`config.mk`:
```
export PLATFORM = sky130hd
export DESIGN_NAME = touch_point_tracker_top
export DESIGN_NICKNAME = d
export VERILOG_FILES = /design/src/hw/rtl/ttrk_pkg.sv /design/src/hw/rtl/ttrk_cfg.sv /design/src/hw/rtl/ttrk_core.sv /design/src/hw/rtl/touch_point_tracker_top.sv
export SDC_FILE = /design/constraint.sdc
export NUM_CORES = 1
export LEC_CHECK = 0
export BUFFER_PORTS_ARGS = -buffer_cell sky130_fd_sc_hd__buf_2
export CELL_PAD_IN_SITES_DETAIL_PLACEMENT = 1
export CELL_PAD_IN_SITES_GLOBAL_PLACEMENT = 1
export CORE_MARGIN = 3
export CORE_UTILIZATION = 50
export DETAILED_ROUTE_END_ITERATION = 8
export PLACE_DENSITY = 0.94
export SLEW_MARGIN = 20
export SYNTH_ARGS = -nofsm -noshare
export SYNTH_HDL_FRONTEND = slang
export SYNTH_SLANG_ARGS = --single-unit
```
`constraint.sdc`:
```
create_clock -name clk -period 19.6 [get_ports clk]
set_clock_uncertainty 0.15 [all_clocks]
set_input_delay 2.94 -clock clk [delete_from_list [all_inputs] [get_ports clk]]
set_output_delay 2.94 -clock clk [all_outputs]
set_load 0.05 [all_outputs]
```
`src/hw/rtl/ttrk_pkg.sv`:
```
// Touch point tracker package: constants, register codes and the structs
// shared by the tracker core, the configuration block and the top level.
// No dependencies.
`timescale 1ns / 1ps

package ttrk_pkg;

  // Zero-finger polls needed to complete a release
  localparam logic [1:0] REL_SAMPLES = 2'd2;

  // Configuration register indexes
  localparam int unsigned CFG_IDX_W = 3;
  typedef enum logic [CFG_IDX_W-1:0] {
    CFG_SWAP_AXES    = 3'd0,
    CFG_FLIP_X       = 3'd1,
    CFG_FLIP_Y       = 3'd2,
    CFG_PANEL_WIDTH  = 3'd3,
    CFG_PANEL_HEIGHT = 3'd4
  } cfg_idx_t;

  // Panel size reset values
  localparam logic [12:0] PANEL_WIDTH_RST  = 13'd240;
  localparam logic [12:0] PANEL_HEIGHT_RST = 13'd280;

  // Input item kinds
  localparam logic MODE_IRQ  = 1'b0;
  localparam logic MODE_POLL = 1'b1;

  // Slide classes
  localparam logic [1:0] CLS_CLICK   = 2'd0;
  localparam logic [1:0] CLS_PRESSED = 2'd1;
  localparam logic [1:0] CLS_SLIDED  = 2'd2;

  // Raw coordinate high byte keeps its low nibble
  localparam logic [7:0] COORD_HI_MASK = 8'h0f;

  typedef struct packed {
    logic        swap_axes;
    logic        flip_x;
    logic        flip_y;
    logic [12:0] panel_width;
    logic [12:0] panel_height;
  } ttrk_cfg_t;

  typedef struct packed {
    logic       mode;
    logic [7:0] finger_count;
    logic [7:0] x_high_byte;
    logic [7:0] x_low_byte;
    logic [7:0] y_high_byte;
    logic [7:0] y_low_byte;
  } ttrk_item_t;

  typedef struct packed {
    logic [7:0]  touch_state;
    logic [15:0] start_x;
    logic [15:0] start_y;
    logic [15:0] now_x;
    logic [15:0] now_y;
    logic [15:0] end_x;
    logic [15:0] end_y;
    logic [1:0]  slide_class;
    logic        touch_began;
    logic        touch_ended;
  } ttrk_result_t;

  // True when two 16-bit points differ by at most one count, either way
  function automatic logic near_pt(input logic [15:0] a, input logic [15:0] b);
    logic [15:0] d;
    d = a - b;
    return (d <= 16'd1) || (d == 16'hffff);
  endfunction

endpackage

```
`src/hw/rtl/ttrk_cfg.sv`:
```
// Configuration register file of the touch point tracker.
// Depends on ttrk_pkg.
`timescale 1ns / 1ps

module ttrk_cfg (
  input  logic                               clk,
  input  logic                               rst_n,
  input  logic                               wr_en,
  input  logic [ttrk_pkg::CFG_IDX_W-1:0]     wr_index,
  input  logic [12:0]                        wr_data,
  output ttrk_pkg::ttrk_cfg_t                cfg
);

  ttrk_pkg::ttrk_cfg_t cfg_r;
  ttrk_pkg::ttrk_cfg_t cfg_nxt;

  // Decode the register index; unknown indexes change nothing
  always_comb begin
    cfg_nxt = cfg_r;
    if (wr_en) begin
      case (wr_index)
        ttrk_pkg::CFG_SWAP_AXES:    cfg_nxt.swap_axes    = wr_data[0];
        ttrk_pkg::CFG_FLIP_X:       cfg_nxt.flip_x       = wr_data[0];
        ttrk_pkg::CFG_FLIP_Y:       cfg_nxt.flip_y       = wr_data[0];
        ttrk_pkg::CFG_PANEL_WIDTH:  cfg_nxt.panel_width  = wr_data;
        ttrk_pkg::CFG_PANEL_HEIGHT: cfg_nxt.panel_height = wr_data;
        default:                    cfg_nxt = cfg_r;
      endcase
    end
  end

  always_ff @(posedge clk) begin
    if (!rst_n) begin
      cfg_r.swap_axes    <= 1'b0;
      cfg_r.flip_x       <= 1'b0;
      cfg_r.flip_y       <= 1'b0;
      cfg_r.panel_width  <= ttrk_pkg::PANEL_WIDTH_RST;
      cfg_r.panel_height <= ttrk_pkg::PANEL_HEIGHT_RST;
    end else begin
      cfg_r <= cfg_nxt;
    end
  end

  assign cfg = cfg_r;

endmodule

```
`src/hw/rtl/ttrk_core.sv`:
```
// Tracker state and per-item update: coordinate unpack, swap and flip,
// panel check, start/now/end points, release debounce and slide class.
// Depends on ttrk_pkg.
`timescale 1ns / 1ps

module ttrk_core (
  input  logic                   clk,
  input  logic                   rst_n,
  input  logic                   step_en,
  input  ttrk_pkg::ttrk_item_t   item,
  input  ttrk_pkg::ttrk_cfg_t    cfg,
  output ttrk_pkg::ttrk_result_t res
);

  logic        irq_pending_r, irq_pending_nxt;
  logic [1:0]  release_count_r, release_count_nxt;
  logic [7:0]  touching_count_r, touching_count_nxt;
  logic [7:0]  reported_count_r, reported_count_nxt;
  logic [15:0] start_x_r, start_y_r, start_x_nxt, start_y_nxt;
  logic [15:0] now_x_r, now_y_r, now_x_nxt, now_y_nxt;
  logic [15:0] end_x_r, end_y_r, end_x_nxt, end_y_nxt;

  logic [15:0] raw_a, raw_b, x_sel, y_sel, x_pt, y_pt;
  logic [15:0] width_ext, height_ext;
  logic [1:0]  rel_inc;
  logic        on_panel;
  logic        began, ended;
  logic [1:0]  cls;

  // Unpack, swap and flip the sampled point
  always_comb begin
    raw_a      = {4'd0, item.x_high_byte[3:0] & ttrk_pkg::COORD_HI_MASK[3:0],
                  item.x_low_byte};
    raw_b      = {4'd0, item.y_high_byte[3:0] & ttrk_pkg::COORD_HI_MASK[3:0],
                  item.y_low_byte};
    width_ext  = {3'd0, cfg.panel_width};
    height_ext = {3'd0, cfg.panel_height};
    x_sel      = cfg.swap_axes ? raw_b : raw_a;
    y_sel      = cfg.swap_axes ? raw_a : raw_b;
    x_pt       = cfg.flip_x ? (width_ext - x_sel) : x_sel;
    y_pt       = cfg.flip_y ? (height_ext - y_sel) : y_sel;
    on_panel   = (x_pt < width_ext) && (y_pt < height_ext);
    rel_inc    = release_count_r + 2'd1;
  end

  // Next tracker state for the current item
  always_comb begin
    irq_pending_nxt    = irq_pending_r;
    release_count_nxt  = release_count_r;
    touching_count_nxt = touching_count_r;
    reported_count_nxt = reported_count_r;
    start_x_nxt        = start_x_r;
    start_y_nxt        = start_y_r;
    now_x_nxt          = now_x_r;
    now_y_nxt          = now_y_r;
    end_x_nxt          = end_x_r;
    end_y_nxt          = end_y_r;
    began              = 1'b0;
    ended              = 1'b0;

    if (item.mode == ttrk_pkg::MODE_IRQ) begin
      irq_pending_nxt = 1'b1;
    end else if (!irq_pending_r) begin
      reported_count_nxt = 8'd0;
    end else if (item.finger_count == 8'd0) begin
      // Debounce the release
      release_count_nxt = rel_inc;
      if (rel_inc >= ttrk_pkg::REL_SAMPLES) begin
        release_count_nxt  = 2'd0;
        irq_pending_nxt    = 1'b0;
        touching_count_nxt = 8'd0;
        now_x_nxt          = 16'd0;
        now_y_nxt          = 16'd0;
        ended              = 1'b1;
      end
    end else begin
      reported_count_nxt = item.finger_count;
      now_x_nxt          = x_pt;
      now_y_nxt          = y_pt;
      if (on_panel) begin
        // Latch the start point on first contact
        if (touching_count_r == 8'd0) begin
          start_x_nxt        = x_pt;
          start_y_nxt        = y_pt;
          touching_count_nxt = item.finger_count;
          began              = 1'b1;
        end
        end_x_nxt = x_pt;
        end_y_nxt = y_pt;
      end
    end
  end

  // Classify against the updated points
  always_comb begin
    if (touching_count_nxt == 8'd0) begin
      cls = (ttrk_pkg::near_pt(start_x_nxt, end_x_nxt) &&
             ttrk_pkg::near_pt(start_y_nxt, end_y_nxt)) ?
            ttrk_pkg::CLS_CLICK : ttrk_pkg::CLS_SLIDED;
    end else begin
      cls = (ttrk_pkg::near_pt(start_x_nxt, now_x_nxt) &&
             ttrk_pkg::near_pt(start_y_nxt, now_y_nxt)) ?
            ttrk_pkg::CLS_PRESSED : ttrk_pkg::CLS_SLIDED;
    end
  end

  // Result for the item being stepped
  always_comb begin
    res.touch_state = reported_count_nxt;
    res.start_x     = start_x_nxt;
    res.start_y     = start_y_nxt;
    res.now_x       = now_x_nxt;
    res.now_y       = now_y_nxt;
    res.end_x       = end_x_nxt;
    res.end_y       = end_y_nxt;
    res.slide_class = cls;
    res.touch_began = began;
    res.touch_ended = ended;
  end

  // Advance the state once per stepped item
  always_ff @(posedge clk) begin
    if (!rst_n) begin
      irq_pending_r    <= 1'b0;
      release_count_r  <= 2'd0;
      touching_count_r <= 8'd0;
      reported_count_r <= 8'd0;
      start_x_r        <= 16'd0;
      start_y_r        <= 16'd0;
      now_x_r          <= 16'd0;
      now_y_r          <= 16'd0;
      end_x_r          <= 16'd0;
      end_y_r          <= 16'd0;
    end else if (step_en) begin
      irq_pending_r    <= irq_pending_nxt;
      release_count_r  <= release_count_nxt;
      touching_count_r <= touching_count_nxt;
      reported_count_r <= reported_count_nxt;
      start_x_r        <= start_x_nxt;
      start_y_r        <= start_y_nxt;
      now_x_r          <= now_x_nxt;
      now_y_r          <= now_y_nxt;
      end_x_r          <= end_x_nxt;
      end_y_r          <= end_y_nxt;
    end
  end

endmodule

```
`src/hw/rtl/touch_point_tracker_top.sv`:
```
// Top level of the touch point tracker: input register, tracker core,
// result register and configuration port.
// Depends on ttrk_pkg, ttrk_cfg and ttrk_core.
//
//   Channel  Direction  Handshake              Payload
//   in_      slave      in_tvalid / in_tready  in_tdata (40b), in_tuser (mode)
//   out_     master     out_tvalid/out_tready  out_tdata (112b)
//   cfg_     slave      cfg_valid / cfg_ready  cfg_index (3b), cfg_data (13b)
//
// One item per cycle sustained while out_tready is high; each item passes
// through the input register, then the core update that loads the result
// register. Reset (rst_n low, synchronous) clears the tracker state, empties
// both registers and loads the configuration defaults. A stalled result
// holds in the result register while the input register still takes one
// more item; in_tready drops only when both are full.
// Configuration writes are taken every cycle.
`timescale 1ns / 1ps

module touch_point_tracker_top (
  input  logic         clk,
  input  logic         rst_n,
  input  logic         in_tvalid,
  output logic         in_tready,
  // [7:0] finger_count, [15:8] x_high_byte, [23:16] x_low_byte,
  // [31:24] y_high_byte, [39:32] y_low_byte
  input  logic [39:0]  in_tdata,
  // [0] mode
  input  logic         in_tuser,
  output logic         out_tvalid,
  input  logic         out_tready,
  // [7:0] touch_state, [23:8] start_x, [39:24] start_y, [55:40] now_x,
  // [71:56] now_y, [87:72] end_x, [103:88] end_y, [105:104] slide_class,
  // [106] touch_began, [107] touch_ended, [111:108] zero
  output logic [111:0] out_tdata,
  input  logic         cfg_valid,
  output logic         cfg_ready,
  input  logic [2:0]   cfg_index,
  input  logic [12:0]  cfg_data
);

  ttrk_pkg::ttrk_cfg_t    cfg;
  ttrk_pkg::ttrk_item_t   item_r;
  ttrk_pkg::ttrk_result_t res;
  ttrk_pkg::ttrk_result_t res_r;
  logic                   in_vld_r;
  logic                   out_vld_r;
  logic                   step;
  logic                   in_xfer;

  // Configuration registers
  assign cfg_ready = 1'b1;

  ttrk_cfg u_cfg (
    .clk      (clk),
    .rst_n    (rst_n),
    .wr_en    (cfg_valid & cfg_ready),
    .wr_index (cfg_index),
    .wr_data  (cfg_data),
    .cfg      (cfg)
  );

  // Advance the held item when the result register is free or draining
  assign step      = in_vld_r && (!out_vld_r || out_tready);
  assign in_tready = !in_vld_r || step;
  assign in_xfer   = in_tvalid && in_tready;

  always_ff @(posedge clk) begin
    if (!rst_n) begin
      in_vld_r <= 1'b0;
    end else if (in_xfer) begin
      in_vld_r <= 1'b1;
    end else if (step) begin
      in_vld_r <= 1'b0;
    end
  end

  // Capture the input transfer
  always_ff @(posedge clk) begin
    if (in_xfer) begin
      item_r.mode         <= in_tuser;
      item_r.finger_count <= in_tdata[7:0];
      item_r.x_high_byte  <= in_tdata[15:8];
      item_r.x_low_byte   <= in_tdata[23:16];
      item_r.y_high_byte  <= in_tdata[31:24];
      item_r.y_low_byte   <= in_tdata[39:32];
    end
  end

  ttrk_core u_core (
    .clk     (clk),
    .rst_n   (rst_n),
    .step_en (step),
    .item    (item_r),
    .cfg     (cfg),
    .res     (res)
  );

  // Result register
  always_ff @(posedge clk) begin
    if (!rst_n) begin
      out_vld_r <= 1'b0;
    end else if (step) begin
      out_vld_r <= 1'b1;
    end else if (out_tready) begin
      out_vld_r <= 1'b0;
    end
  end

  always_ff @(posedge clk) begin
    if (step) begin
      res_r <= res;
    end
  end

  assign out_tvalid = out_vld_r;
  assign out_tdata  = {4'd0, res_r.touch_ended, res_r.touch_began, res_r.slide_class,
                       res_r.end_y, res_r.end_x, res_r.now_y, res_r.now_x,
                       res_r.start_y, res_r.start_x, res_r.touch_state};

endmodule

```
==> impl_metrics.json <==
{
  "status": "finished, final reports clean",
  "cts_buffer_depth": 3,
  "synth_fa_ha_area_share_pct": 8.72,
  "critPathSlowestCell": "o41ai_1",
  "grt_max_degree": 146,
  "r2r_end": "out_tdata[105]$_DFFE_PP_",
  "fp.dieH_um": 188,
  "ant_nets": 0,
  "grt.busiest_layer": "met2",
  "grt-ovfl-total": 0,
  "cts_tree": "done",
  "use_met3_pct": 3.91,
  "gr-usage-met1_pct": 33.5,
  "arrival_ns": 10.97,
  "drc": 0,
  "post_cts_buffers": 0,
  "startpoint_type": "flip-flop",
  "synth_area_per_cell_um2": 9.60,
  "r2r_setup_slack_ns": 8.76,
  "hp-class": "flip-flop to flip-flop",
  "ys_seq_elements": 287,
  "ir_worst_vdd_mv": 0.0633,
  "synthToLayoutAreaGrowth_pct": 13.1,
  "final_hold_viol_count": 0,
  "gp_congestion": 0.896,
  "nNetsFinal": 2038,
  "numCtsBuffers": 30,
  "synthFlopType": "dfxtp_1",
  "utilization_pct": 57.5,
  "crit_required_ns": 19.73,
  "core_area_mm2": 0.0326,
  "port_buffers": 163,
  "rsz0062_at_grt": "no",
  "hold_path_depth": 2,
  "synth_cell_types": 85,
  "dieArea_mm2": 0.0354,
  "syn_area_mm2": 0.0166,
  "cts_resized": 0,
  "cp_slowest_stage_delay_ns": 0.61,
  "met2_usage_pct": 52.6,
  "clk_latency_ns": 0.57,
  "wl_per_cell_um": 22.7,
  "synthCells": 1727,
  "pin_count": 177,
  "tns_ns": 0,
  "worstMarginPinSlew_ns": 1.11,
  "crit_path_start": "u_cfg.cfg[28]$_SDFFE_PN0P_",
  "vias_per_cell": 6.13,
  "synth_top_family_by_area": "compound AO/OA/AOI/OAI gates",
  "fp.dieW_um": 188,
  "muxShareOfSynthArea_pct": 4.79,
  "cts.clk_slew.worst_paths_ns": 0.06,
  "yosys_warnings": 0,
  "vias": 14300,
  "row_count": 66,
  "drt_pre_antenna_iters": 6,
  "root_buffer": "clkbuf_16",
  "yosysTopAreaCell": "edfxtp_1",
  "yosys.area_share.xor_xnor_pct": 3.81,
  "critPathCaptureType": "flip-flop",
  "worstReg2RegStart": "u_cfg.cfg[28]$_SDFFE_PN0P_",
  "ys_seq_area_share_pct": 43.2,
  "critPathMaxFanout": 25,
  "hp-start": "u_core.start_y_r[12]$_SDFFE_PN0P_",
  "power.leakage_nw": 8.00,
  "synth-simple-area-share_pct": 15.9,
  "synthTopCellsByCount": "nand2_1 (243), dfxtp_1 (146), edfxtp_1 (141), inv_1 (127), ha_1 (105)",
  "r2r_cells": 40,
  "routed_wl_mm": 52.9,
  "slew-limit-headroom_pct": 25.6,
  "maxCapViolCount": 0,
  "fmax_mhz": 92.3,
  "critPathKind": "flip-flop to flip-flop",
  "layout-drive-gt1-share_pct": 14.2,
  "hold_buffers": 0,
  "setup_viol": 0,
  "grt_pass1_wl_mm": 82.6,
  "synth.most_common_cell": "nand2_1",
  "start_util_pct": 50.8,
  "cts_htree_levels": 1,
  "slew_violations": 0,
  "synth_compound_area_share_pct": 18.8,
  "finalCritPeriodShare_pct": 55.3,
  "p_per_area_mw_per_mm2": 81.3,
  "fin_crit_ns": 10.84,
  "detailed_place_hpwl_mm": 37.6,
  "antenna_found_initial": 0,
  "grtUsageTotal_pct": 29.0,
  "netlist.area_leader.share_pct": 25.5,
  "crit_end": "out_tdata[105]$_DFFE_PP_",
  "drt_iter0_drc": 938,
  "synth-edff-count": 141,
  "async_flop_share_pct": 0,
  "cts_sinks": 287,
  "first_global_vias": 15200,
  "ys_top_cells_by_area": "edfxtp_1 (26%), dfxtp_1 (18%), ha_1 (7.9%)",
  "diodes": 0
}
[worst min-delay path by stage]
| stage | endpoint | slack [ns] |
|---|---|---|
| after detailed placement | u_core.end_y_r[14]$_SDFFE_PN0P_ | 0.30 |
| after CTS | u_core.start_y_r[12]$_SDFFE_PN0P_ | 0.32 |
| final | u_core.start_y_r[12]$_SDFFE_PN0P_ | 0.32 |
| after global placement | u_core.end_x_r[15]$_SDFFE_PN0P_ | 0.28 |
| after global routing | u_core.start_y_r[12]$_SDFFE_PN0P_ | 0.34 |
| after floorplan | u_core.end_x_r[15]$_SDFFE_PN0P_ | 0.27 |
[through the flow]
step                power [mW]  cell area (um2)  std cells  setup WS, ns  hold WS [ns]
finish                    1.52            18700       2331          8.76         0.321
global route              1.58            18700       2331          8.13         0.344
CTS                       1.53            18700       2331          8.98         0.320
detailed placement       0.960            17800       2275          9.22         0.299
global placement         0.941            17800       2275          9.81         0.283
floorplan                0.887            16600       1730         11.02         0.271
[placed cells by master, fill, tap and decap left out, types with 12 or more instances in the layout]
master	netlist	final
nand2_1	243	243
buf_2	2	162
dfxtp_1	146	146
edfxtp_1	141	141
inv_1	127	126
ha_1	105	105
a21oi_1	80	80
nor2_1	70	68
o21ai_0	67	67
a21boi_0	61	61
mux2i_1	56	56
xnor2_1	47	47
and2_1	38	38
nand3_1	35	35
o211a_1	35	35
nor2b_1	31	31
a21o_1	31	31
clkbuf_16	0	31
nor3_1	27	27
a22oi_1	27	27
xor2_1	25	25
o211ai_1	19	19
and3_1	18	18
mux2_2	17	17
nand4_1	14	14
buf_4	5	14
a211oi_1	12	12
nor4_1	12	12
[kinds of logic after synthesis]
logic type | Yosys count
buffers and inverters | 200
XOR/XNOR | 72
other | 2
adder cells (fa/ha/maj) | 112
AND/OR/NAND/NOR | 547
multiplexers | 76
flip-flops | 287
AO/OA/AOI/OAI | 431
[report_power, final]
group	leakage, nW	internal, mW	total (mW)	switching, mW
sequential	2.52	0.653	0.665	0.0118
combinational	5.00	0.0973	0.292	0.195
clock	0.475	0.325	0.566	0.241
total	8.00	1.08	1.52	0.448
[flip-flops by register name, summed over array words and instances, names as in the netlist, 2 cells and up]
register,flops
u_core.start_x_r,16
item_r,33
out_tdata,108
u_core.end_y_r,16
u_cfg.cfg,29
u_core.touching_count_r,8
u_core.reported_count_r,8
u_core.now_y_r,16
u_core.release_count_r,2
u_core.start_y_r,16
u_core.end_x_r,16
u_core.now_x_r,16
[cell type report]
class,instances,area (um2)
Fill cell,3653,13900
Inverter,127,484
Multi-Input combinational cell,1243,8660
Tap cell,442,553
Sequential cell,287,7160
Clock inverter,10,75.1
Clock buffer,46,892
Timing Repair Buffer,176,916
[critical path: cells and delay by family (launching register included)]
kind / cells / cell delay, ns
buffers and inverters: 4 / 1.18
XOR/XNOR: 2 / 0.22
multiplexers: 4 / 1.60
adder cells (fa/ha/maj): 4 / 1.31
AO/OA/AOI/OAI: 17 / 3.81
AND/OR/NAND/NOR: 9 / 1.92
flip-flops: 1 / 0.33
[per-layer routing]
metal / part of all wire [%] / up-vias
met5: 0 / -
met3: 5.2 / 186
met2: 51 / 516
met4: 5.3 / 0
li1: - / 6471
met1: 39 / 7108
No activity file was read; power rests on OpenSTA's default activity.
